[config.mk]
export PLATFORM = sky130hd
export DESIGN_NAME = pgalloc_ctrl
export DESIGN_NICKNAME = d
export VERILOG_FILES = /design/src/hw/rtl/pgalloc_pkg.sv /design/src/hw/rtl/pgalloc_ctrl.sv
export SDC_FILE = /design/constraint.sdc
export NUM_CORES = 1
export LEC_CHECK = 0
export BUFFER_PORTS_ARGS = -buffer_cell sky130_fd_sc_hd__buf_2
export CAP_MARGIN = 0
export CORE_AREA = 2 2 39 41
export DETAILED_ROUTE_END_ITERATION = 6
export DIE_AREA = 0 0 41 43
export HOLD_SLACK_MARGIN = 0.08
export PLACE_DENSITY = 0.55
export RECOVER_POWER = 100
export SETUP_SLACK_MARGIN = 0.3
export SLEW_MARGIN = 25
export SYNTH_ARGS = -nofsm -noshare
export SYNTH_HDL_FRONTEND = slang
export SYNTH_SLANG_ARGS = --single-unit
[constraint.sdc]
create_clock -name clk -period 2.4 [get_ports clk]
set_input_delay 0 -clock clk [delete_from_list [all_inputs] [get_ports clk]]
set_output_delay 0 -clock clk [all_outputs]
set_load 0.05 [all_outputs]
[src/hw/rtl/pgalloc_pkg.sv]
// ----------------------------------------------------------------------------
// Page allocator package
// Shared types, field widths, result codes and controller/datapath interfaces.
// ----------------------------------------------------------------------------
`timescale 1ns / 1ps
`default_nettype none

package pgalloc_pkg;

    // Item field widths
    localparam int REQ_W  = 2;
    localparam int PROC_W = 8;
    localparam int CNT_W  = 7;
    localparam int IDX_W  = 6;
    localparam int VAL_W  = 8;
    localparam int STAT_W = 2;

    // Process table and virtual page geometry
    localparam int PROC_TOTAL = 192;
    localparam int VPAGES     = 64;

    // Marker for a table or data page that could not be claimed
    localparam logic [VAL_W-1:0] FAIL_MARK = 8'hFF;

    // Result status codes
    localparam logic [STAT_W-1:0] STAT_OK       = 2'd0;
    localparam logic [STAT_W-1:0] STAT_NO_TABLE = 2'd1;
    localparam logic [STAT_W-1:0] STAT_UNKNOWN  = 2'd2;

    typedef enum logic [REQ_W-1:0] {
        REQ_NEW    = 2'd0,
        REQ_LOOKUP = 2'd1,
        REQ_QUERY  = 2'd2,
        REQ_NONE   = 2'd3
    } req_t;

    typedef enum logic [2:0] {
        S_IDLE,
        S_DECODE,
        S_ALLOC,
        S_LOOKUP,
        S_FINISH
    } state_t;

    typedef enum logic [2:0] {
        RES_ZERO,
        RES_UNKNOWN,
        RES_NO_TABLE,
        RES_TABLE,
        RES_QUERY,
        RES_LOOKUP
    } res_sel_t;

    // Controller to datapath
    typedef struct packed {
        logic     accept;
        logic     claim_table;
        logic     fail_table;
        logic     data_step;
        logic     entry_read;
        logic     res_load;
        res_sel_t res_sel;
        logic     out_load;
    } cmd_t;

    // Datapath to controller
    typedef struct packed {
        req_t req;
        logic proc_ok;
        logic ptr_valid;
        logic page_free;
        logic cnt_zero;
        logic last_step;
        logic out_free;
    } sts_t;

endpackage

`default_nettype wire

[src/hw/rtl/pgalloc_ctrl.sv]
// ----------------------------------------------------------------------------
// Page allocator controller
// Sequences one item at a time: decode, data page loop or lookup, result.
// ----------------------------------------------------------------------------
`timescale 1ns / 1ps
`default_nettype none

module pgalloc_ctrl
(
    input  wire                      clk,
    input  wire                      rst_n,
    input  wire                      in_valid,
    output logic                     in_ready,
    input  wire pgalloc_pkg::sts_t   sts,
    output pgalloc_pkg::cmd_t        cmd
);

    pgalloc_pkg::state_t state_reg;
    pgalloc_pkg::state_t state_next;

    always_ff @(posedge clk or negedge rst_n)
    begin
        if (!rst_n)
        begin
            state_reg <= pgalloc_pkg::S_IDLE;
        end
        else
        begin
            state_reg <= state_next;
        end
    end

    // Next state
    always_comb
    begin
        state_next = state_reg;
        unique case (state_reg)
            pgalloc_pkg::S_IDLE:
            begin
                if (in_valid)
                begin
                    state_next = pgalloc_pkg::S_DECODE;
                end
            end
            pgalloc_pkg::S_DECODE:
            begin
                state_next = pgalloc_pkg::S_FINISH;
                unique case (sts.req) inside
                    pgalloc_pkg::REQ_NEW:
                    begin
                        if (sts.proc_ok && sts.page_free && !sts.cnt_zero)
                        begin
                            state_next = pgalloc_pkg::S_ALLOC;
                        end
                    end
                    pgalloc_pkg::REQ_LOOKUP:
                    begin
                        if (sts.ptr_valid)
                        begin
                            state_next = pgalloc_pkg::S_LOOKUP;
                        end
                    end
                    pgalloc_pkg::REQ_QUERY,
                    pgalloc_pkg::REQ_NONE:
                    begin
                        state_next = pgalloc_pkg::S_FINISH;
                    end
                endcase
            end
            pgalloc_pkg::S_ALLOC:
            begin
                if (sts.last_step)
                begin
                    state_next = pgalloc_pkg::S_FINISH;
                end
            end
            pgalloc_pkg::S_LOOKUP:
            begin
                state_next = pgalloc_pkg::S_FINISH;
            end
            pgalloc_pkg::S_FINISH:
            begin
                if (sts.out_free)
                begin
                    state_next = pgalloc_pkg::S_IDLE;
                end
            end
            default:
            begin
                state_next = pgalloc_pkg::S_IDLE;
            end
        endcase
    end

    // Outputs
    always_comb
    begin
        cmd         = '0;
        cmd.res_sel = pgalloc_pkg::RES_ZERO;
        in_ready    = 1'b0;
        unique case (state_reg)
            pgalloc_pkg::S_IDLE:
            begin
                in_ready   = 1'b1;
                cmd.accept = in_valid;
            end
            pgalloc_pkg::S_DECODE:
            begin
                cmd.res_load = 1'b1;
                unique case (sts.req)
                    pgalloc_pkg::REQ_NEW:
                    begin
                        if (!sts.proc_ok)
                        begin
                            cmd.res_sel = pgalloc_pkg::RES_UNKNOWN;
                        end
                        else if (!sts.page_free)
                        begin
                            cmd.fail_table = 1'b1;
                            cmd.res_sel    = pgalloc_pkg::RES_NO_TABLE;
                        end
                        else
                        begin
                            cmd.claim_table = 1'b1;
                            cmd.res_sel     = pgalloc_pkg::RES_TABLE;
                        end
                    end
                    pgalloc_pkg::REQ_LOOKUP:
                    begin
                        if (sts.ptr_valid)
                        begin
                            cmd.res_load   = 1'b0;
                            cmd.entry_read = 1'b1;
                        end
                        else
                        begin
                            cmd.res_sel = pgalloc_pkg::RES_UNKNOWN;
                        end
                    end
                    pgalloc_pkg::REQ_QUERY:
                    begin
                        cmd.res_sel = pgalloc_pkg::RES_QUERY;
                    end
                    pgalloc_pkg::REQ_NONE:
                    begin
                        cmd.res_sel = pgalloc_pkg::RES_ZERO;
                    end
                endcase
            end
            pgalloc_pkg::S_ALLOC:
            begin
                cmd.data_step = 1'b1;
            end
            pgalloc_pkg::S_LOOKUP:
            begin
                cmd.res_load = 1'b1;
                cmd.res_sel  = pgalloc_pkg::RES_LOOKUP;
            end
            pgalloc_pkg::S_FINISH:
            begin
                cmd.out_load = sts.out_free;
            end
            default:
            begin
                cmd = '0;
            end
        endcase
    end

endmodule

`default_nettype wire

Word-level counts from Yosys, hierarchy flattened
Cells that the tools add are included. W data, S select, Z words.

Bits in writable memories: 0. Word-level logic and storage cells: 42. Memory bits (read-only): 0. Register bits: 3. Memories: 0. Latch bits: 0.

Multiplexer cells: 24. Bitwise operators: 0. Magnitude comparators: 0. Reduce and logical (&&, ||, !) cells: 7. Shift operators: 0. Multipliers: 0. Equality and inequality tests: 10. $add $sub $neg: 0. Div/mod/pow operators: 0.

Operator list (count): $mux W3 (5); $pmux W3 S5 (1); $mux W2 (6); $pmux W3 S4 (1); $mux W1 (9); $pmux W3 S3 (1); $pmux W4 S2 (1); $eq A3 B2 Y1 const B (2); $ne A2 B2 Y1 const B (3); $eq A2 B2 Y1 const B (2); $eq A3 B1 Y1 const B (1); $eq A3 B3 Y1 const B (1); $logic_not A3 Y1 (1); $reduce_and A3 Y1 (1); $eq A2 B1 Y1 const B (1); $logic_and A1 B1 Y1 (2); $logic_not A2 Y1 (1); $reduce_or A2 Y1 (1); $logic_not A1 Y1 (1).

Depth between registers and ports, before layout
Word-level depth: 5. Mapped depth: 5. Gate-level depth less buffers: 4.

Worst setup path before layout
Ideal clock, no wire load.

Kind: register to output. From: register state_reg[1]. To: output cmd[9] in the netlist's numbering. Path buffers: 1. Stages on the path, launching flop included: 4. Setup slack: 128 ps. Arrival: 2272 ps. Data required time: 2400 ps. Path through: dfrtp_1 -> buf_4 -> nor3_1 -> and2_1.

RTL lines: start: declaration (line pgalloc_ctrl.sv:18) `pgalloc_pkg::state_t state_reg;`; start signal: assignment (line pgalloc_ctrl.sv:25) `state_reg <= pgalloc_pkg::S_IDLE;`; start signal: assignment (line pgalloc_ctrl.sv:29) `state_reg <= state_next;`; end: declaration (line pgalloc_ctrl.sv:15) `output pgalloc_pkg::cmd_t cmd`.

==> implementation parameters <==
Parameter                              Value

Global route
  Antenna violations before repair ... 0
  Total Routing Usage GR ... 10.01%
  Largest net degree at the start of global routing ... 13
  Via count of the first global-routing pass ... 330
  Overflow after GRT ... 0
  First-pass GRT wire length ... 1.207 mm

Die
  Chip Width ... 41 µm
  Cell Rows ... 14
  Starting utilization of the core area ... 23.06%
  Count of boundary I/O pins ... 22
  Floorplan die height ... 43 µm
  Die Outline Area ... 0.001763 mm²
  Core outline area ... 0.001384 mm²

Clock tree
  Num Clock Sinks ... 3
  TritonCTS clock tree ... yes
  Number of CTS-inserted buffers ... 3
  Number of levels in the clock H-tree ... 1
  CTS Root Cell ... sky130_fd_sc_hd__clkbuf_4
  Clock slew at reported path FFs ... 0.04 ns
  Clock insertion delay at the later pin of the skew report ... 0.23 ns
  Clock buffer depth ... 2
  Number of buffers added for setup after CTS ... 0

Routing
  DRC violation count after routing ... 0
  DRT antenna net count ... 0
  WL/cell ... 10.11 µm
  Number of vias after detailed routing ... 368
  First-pass iteration count of the detailed router ... 2
  Vias per Instance ... 4.543
  Final wirelength ... 819 µm
  Iteration-0 DRC count of the detailed router ... 7

Power and ir drop
  Psw ... 0.2959 mW
  Power per cell area ... 1147 mW/mm²
  Power share of the combinational group ... 61.8%
  Share of total power consumed by net switching ... 57.44%
  Part of the power in the clock network ... 17.5%
  Pint ... 0.2192 mW
  Highest ir drop seen on vdd ... 0.2854 mV
  PnR Total Power ... 0.5151 mW
  Leak Pwr ... 0.2118 nW
  Proportion of power drawn by flip-flops and latches ... 20.7%

Synth
  Most area-consuming cells after synthesis ... sky130_fd_sc_hd__dfrtp_1, sky130_fd_sc_hd__a21oi_1, sky130_fd_sc_hd__and2_1
  Post-synth net total ... 52
  Register area share after synthesis ... 23.53%
  Post-synthesis cell area ... 319.1 µm²
  Seq cells post-synth ... 3
  Share of the synthesized area in the top cell type ... 23.53%
  Yosys warns ... 0
  Mapped Avg Cell Area ... 7.782 µm²
  Post-synth top area cell ... sky130_fd_sc_hd__dfrtp_1
  Number of unique standard cell types used by synthesis ... 23
  Cell count after synthesis ... 41

Timing
  Final count of pins violating max slew ... 0
  Relative slew slack ... 60.01%
  Post-layout min period ... 1.988 ns
  Final Hold Vio Count ... 0
  Total negative setup slack ... 0 ns
  Skew final ... 0.00007724 ns
  Number of endpoints failing setup at the final stage ... 0
  RSZ-0062 raised after global routing ... false
  Worst Tran Pin Value ... 0.6024 ns
  Least setup slack across all paths after layout ... 0.4122 ns
  Fin crit share ... 82.82%
  Fmax ... 0.5031 GHz

Finish
  Fill cell instance count of the final layout ... 173
  Antenna Cells ... 0
  Final #Nets ... 77
  Final cell count without fillers ... 81
  Number of flip-flops in the largest register ... 3
  P&R area growth vs syn ... 40.78%
  Final Core Density ... 32.46%
  Layout cells sized above 1 ... 29.23%

Placement
  Dpl cells ... 76
  Port Buf Inserts ... 21
  Post-place setup slack ... 0.7100 ns
  Routability cong. ... 0.6562
  Detailed placement HPWL ... 632.5 µm

Setup path
  Startpoint type of the worst setup path ... flip-flop
  Worst path arrival time ... 1.99 ns
  Setup CP Type ... flip-flop to output pin
  Required arrival time at the worst endpoint ... 2.40 ns
  Critical path fanouts, max ... 12
  Kind of capture point of the worst setup path ... output pin

Status
  Outcome ... finished, final reports clean

Job
  Max_cap viols ... 0

Min path
  Path type of the worst min-delay path ... input port to flip-flop
==> stage by stage <==
| step | instance area [µm²] | hold WS (ns) |
|---|---|---|
| final | 449.2 | 0.07498 |
| after global routing | 449.2 | 0.08157 |
| after CTS | 473.0 | 0.08265 |
| after detailed placement | 436.7 | -0.2018 |
| after global placement | 436.7 | -0.2010 |
| after floorplan | 330.3 | -0.2956 |
==> critical path, cell delays in order (launching register included) <==
cell and delay (ns):
sky130_fd_sc_hd__dfrtp_1 0.51, sky130_fd_sc_hd__or3b_2 0.51, sky130_fd_sc_hd__nor2_1 0.15, sky130_fd_sc_hd__a31o_2 0.12, sky130_fd_sc_hd__clkbuf_1 0.46
==> layout make-up <==
| type | count | area [µm²] | share of cell area [%] |
|---|---|---|---|
| Inverter | 4 | 15.01 | 3.343 |
| Clock buffer | 4 | 26.28 | 5.850 |
| Timing Repair Buffer | 22 | 101.3 | 22.56 |
| Tap cell | 16 | 20.02 | 4.457 |
| Multi-Input combinational cell | 32 | 211.5 | 47.08 |
| Sequential cell | 3 | 75.07 | 16.71 |
==> power by group through the flow <==
stage          logic [mW]  clock network [mW]  registers, mW
6_report            0.318              0.0903          0.107
5_1_grt             0.346               0.101          0.113
3_5_place_dp        0.334                   0          0.112
4_1_cts             0.337              0.0935          0.112
3_3_place_gp        0.336                   0          0.111
2_1_floorplan       0.314                   0         0.0816
==> path summary, 6_finish.rpt <==
kind | slack [ns] | to | startpoint | depth (start not counted)
min | 0.07 | state_reg[2] | sts[0] | 3
min reg2reg | 0.72 | state_reg[2] | state_reg[2] | 3
max in group asynchronous | 2.14 | state_reg[2] | rst_n | 2
min in group asynchronous | 0.11 | state_reg[1] | rst_n | 2
max | 0.41 | cmd[4] | state_reg[1] | 4
max reg2reg | 0.65 | state_reg[1] | state_reg[1] | 3
==> Yosys cell counts <==
| cell | number |
|---|---|
| sky130_fd_sc_hd__a21oi_1 | 5 |
| sky130_fd_sc_hd__nor2_1 | 5 |
| sky130_fd_sc_hd__and2_1 | 3 |
| sky130_fd_sc_hd__dfrtp_1 | 3 |
| sky130_fd_sc_hd__inv_1 | 3 |
| sky130_fd_sc_hd__o21ai_0 | 3 |
| sky130_fd_sc_hd__nand2_1 | 2 |
| sky130_fd_sc_hd__nor3b_1 | 2 |
| sky130_fd_sc_hd__a31o_2 | 1 |
| sky130_fd_sc_hd__and3_1 | 1 |
| sky130_fd_sc_hd__and3b_1 | 1 |
| sky130_fd_sc_hd__buf_4 | 1 |
| sky130_fd_sc_hd__buf_6 | 1 |
| sky130_fd_sc_hd__inv_2 | 1 |
| sky130_fd_sc_hd__mux2_2 | 1 |
| sky130_fd_sc_hd__mux2_4 | 1 |
| sky130_fd_sc_hd__nand3_1 | 1 |
| sky130_fd_sc_hd__nand4b_1 | 1 |
| sky130_fd_sc_hd__nor3_1 | 1 |
| sky130_fd_sc_hd__nor4b_1 | 1 |
| sky130_fd_sc_hd__o31ai_2 | 1 |
| sky130_fd_sc_hd__or3b_2 | 1 |
| sky130_fd_sc_hd__or4_4 | 1 |
==> cell families (layout without fill, tap and decap cells) <==
| logic type | count (synthesis) | after routing | share of synthesized area (%) |
|---|---|---|---|
| compound gates | 10 | 10 | 19.21 |
| buf+inv | 6 | 30 | 10.59 |
| flops | 3 | 3 | 23.53 |
| mux | 2 | 2 | 8.234 |
| simple gates | 20 | 20 | 38.43 |
==> routing by layer <==
| layer | GRT usage [%] | vias to the layer above | routed length, µm |
|---|---|---|---|
| li1 | - | 192 | - |
| met1 | 12.10 | 159 | 395 |
| met2 | 14.69 | 17 | 351 |
| met3 | 4.712 | 0 | 72 |
| met4 | 4.000 | 0 | 0 |
| met5 | 0 | - | 0 |
==> repair_timing <==
action                                 in CTS  in global routing
gates resized for setup                     0                  0
hold buffers                                1                  0
endpoints found under the hold margin       3                  0
==> cells in the final DEF (no fill, tap or decap) <==
master,synthesis,routed
sky130_fd_sc_hd__clkbuf_1,0,12
sky130_fd_sc_hd__mux2_1,0,1
sky130_fd_sc_hd__inv_2,1,1
sky130_fd_sc_hd__nand4b_1,1,1
sky130_fd_sc_hd__clkbuf_4,0,3
sky130_fd_sc_hd__nor3_1,1,1
sky130_fd_sc_hd__a31o_2,1,1
sky130_fd_sc_hd__and2_1,3,3
sky130_fd_sc_hd__dlygate4sd3_1,0,1
sky130_fd_sc_hd__nand2_1,2,2
sky130_fd_sc_hd__mux2_4,1,1
sky130_fd_sc_hd__buf_2,0,10
sky130_fd_sc_hd__nor4b_2,0,1
sky130_fd_sc_hd__dfrtp_1,3,3
sky130_fd_sc_hd__a21oi_1,5,5
sky130_fd_sc_hd__or3b_2,1,1
sky130_fd_sc_hd__inv_1,3,3
sky130_fd_sc_hd__o21ai_0,3,3
sky130_fd_sc_hd__nor3b_1,2,2
sky130_fd_sc_hd__nor2_1,5,5
sky130_fd_sc_hd__or4_4,1,1
sky130_fd_sc_hd__o31ai_1,0,1
sky130_fd_sc_hd__and3_1,1,1
sky130_fd_sc_hd__nand3_1,1,1
sky130_fd_sc_hd__and3b_1,1,1
No activity file was read; power rests on OpenSTA's default activity.
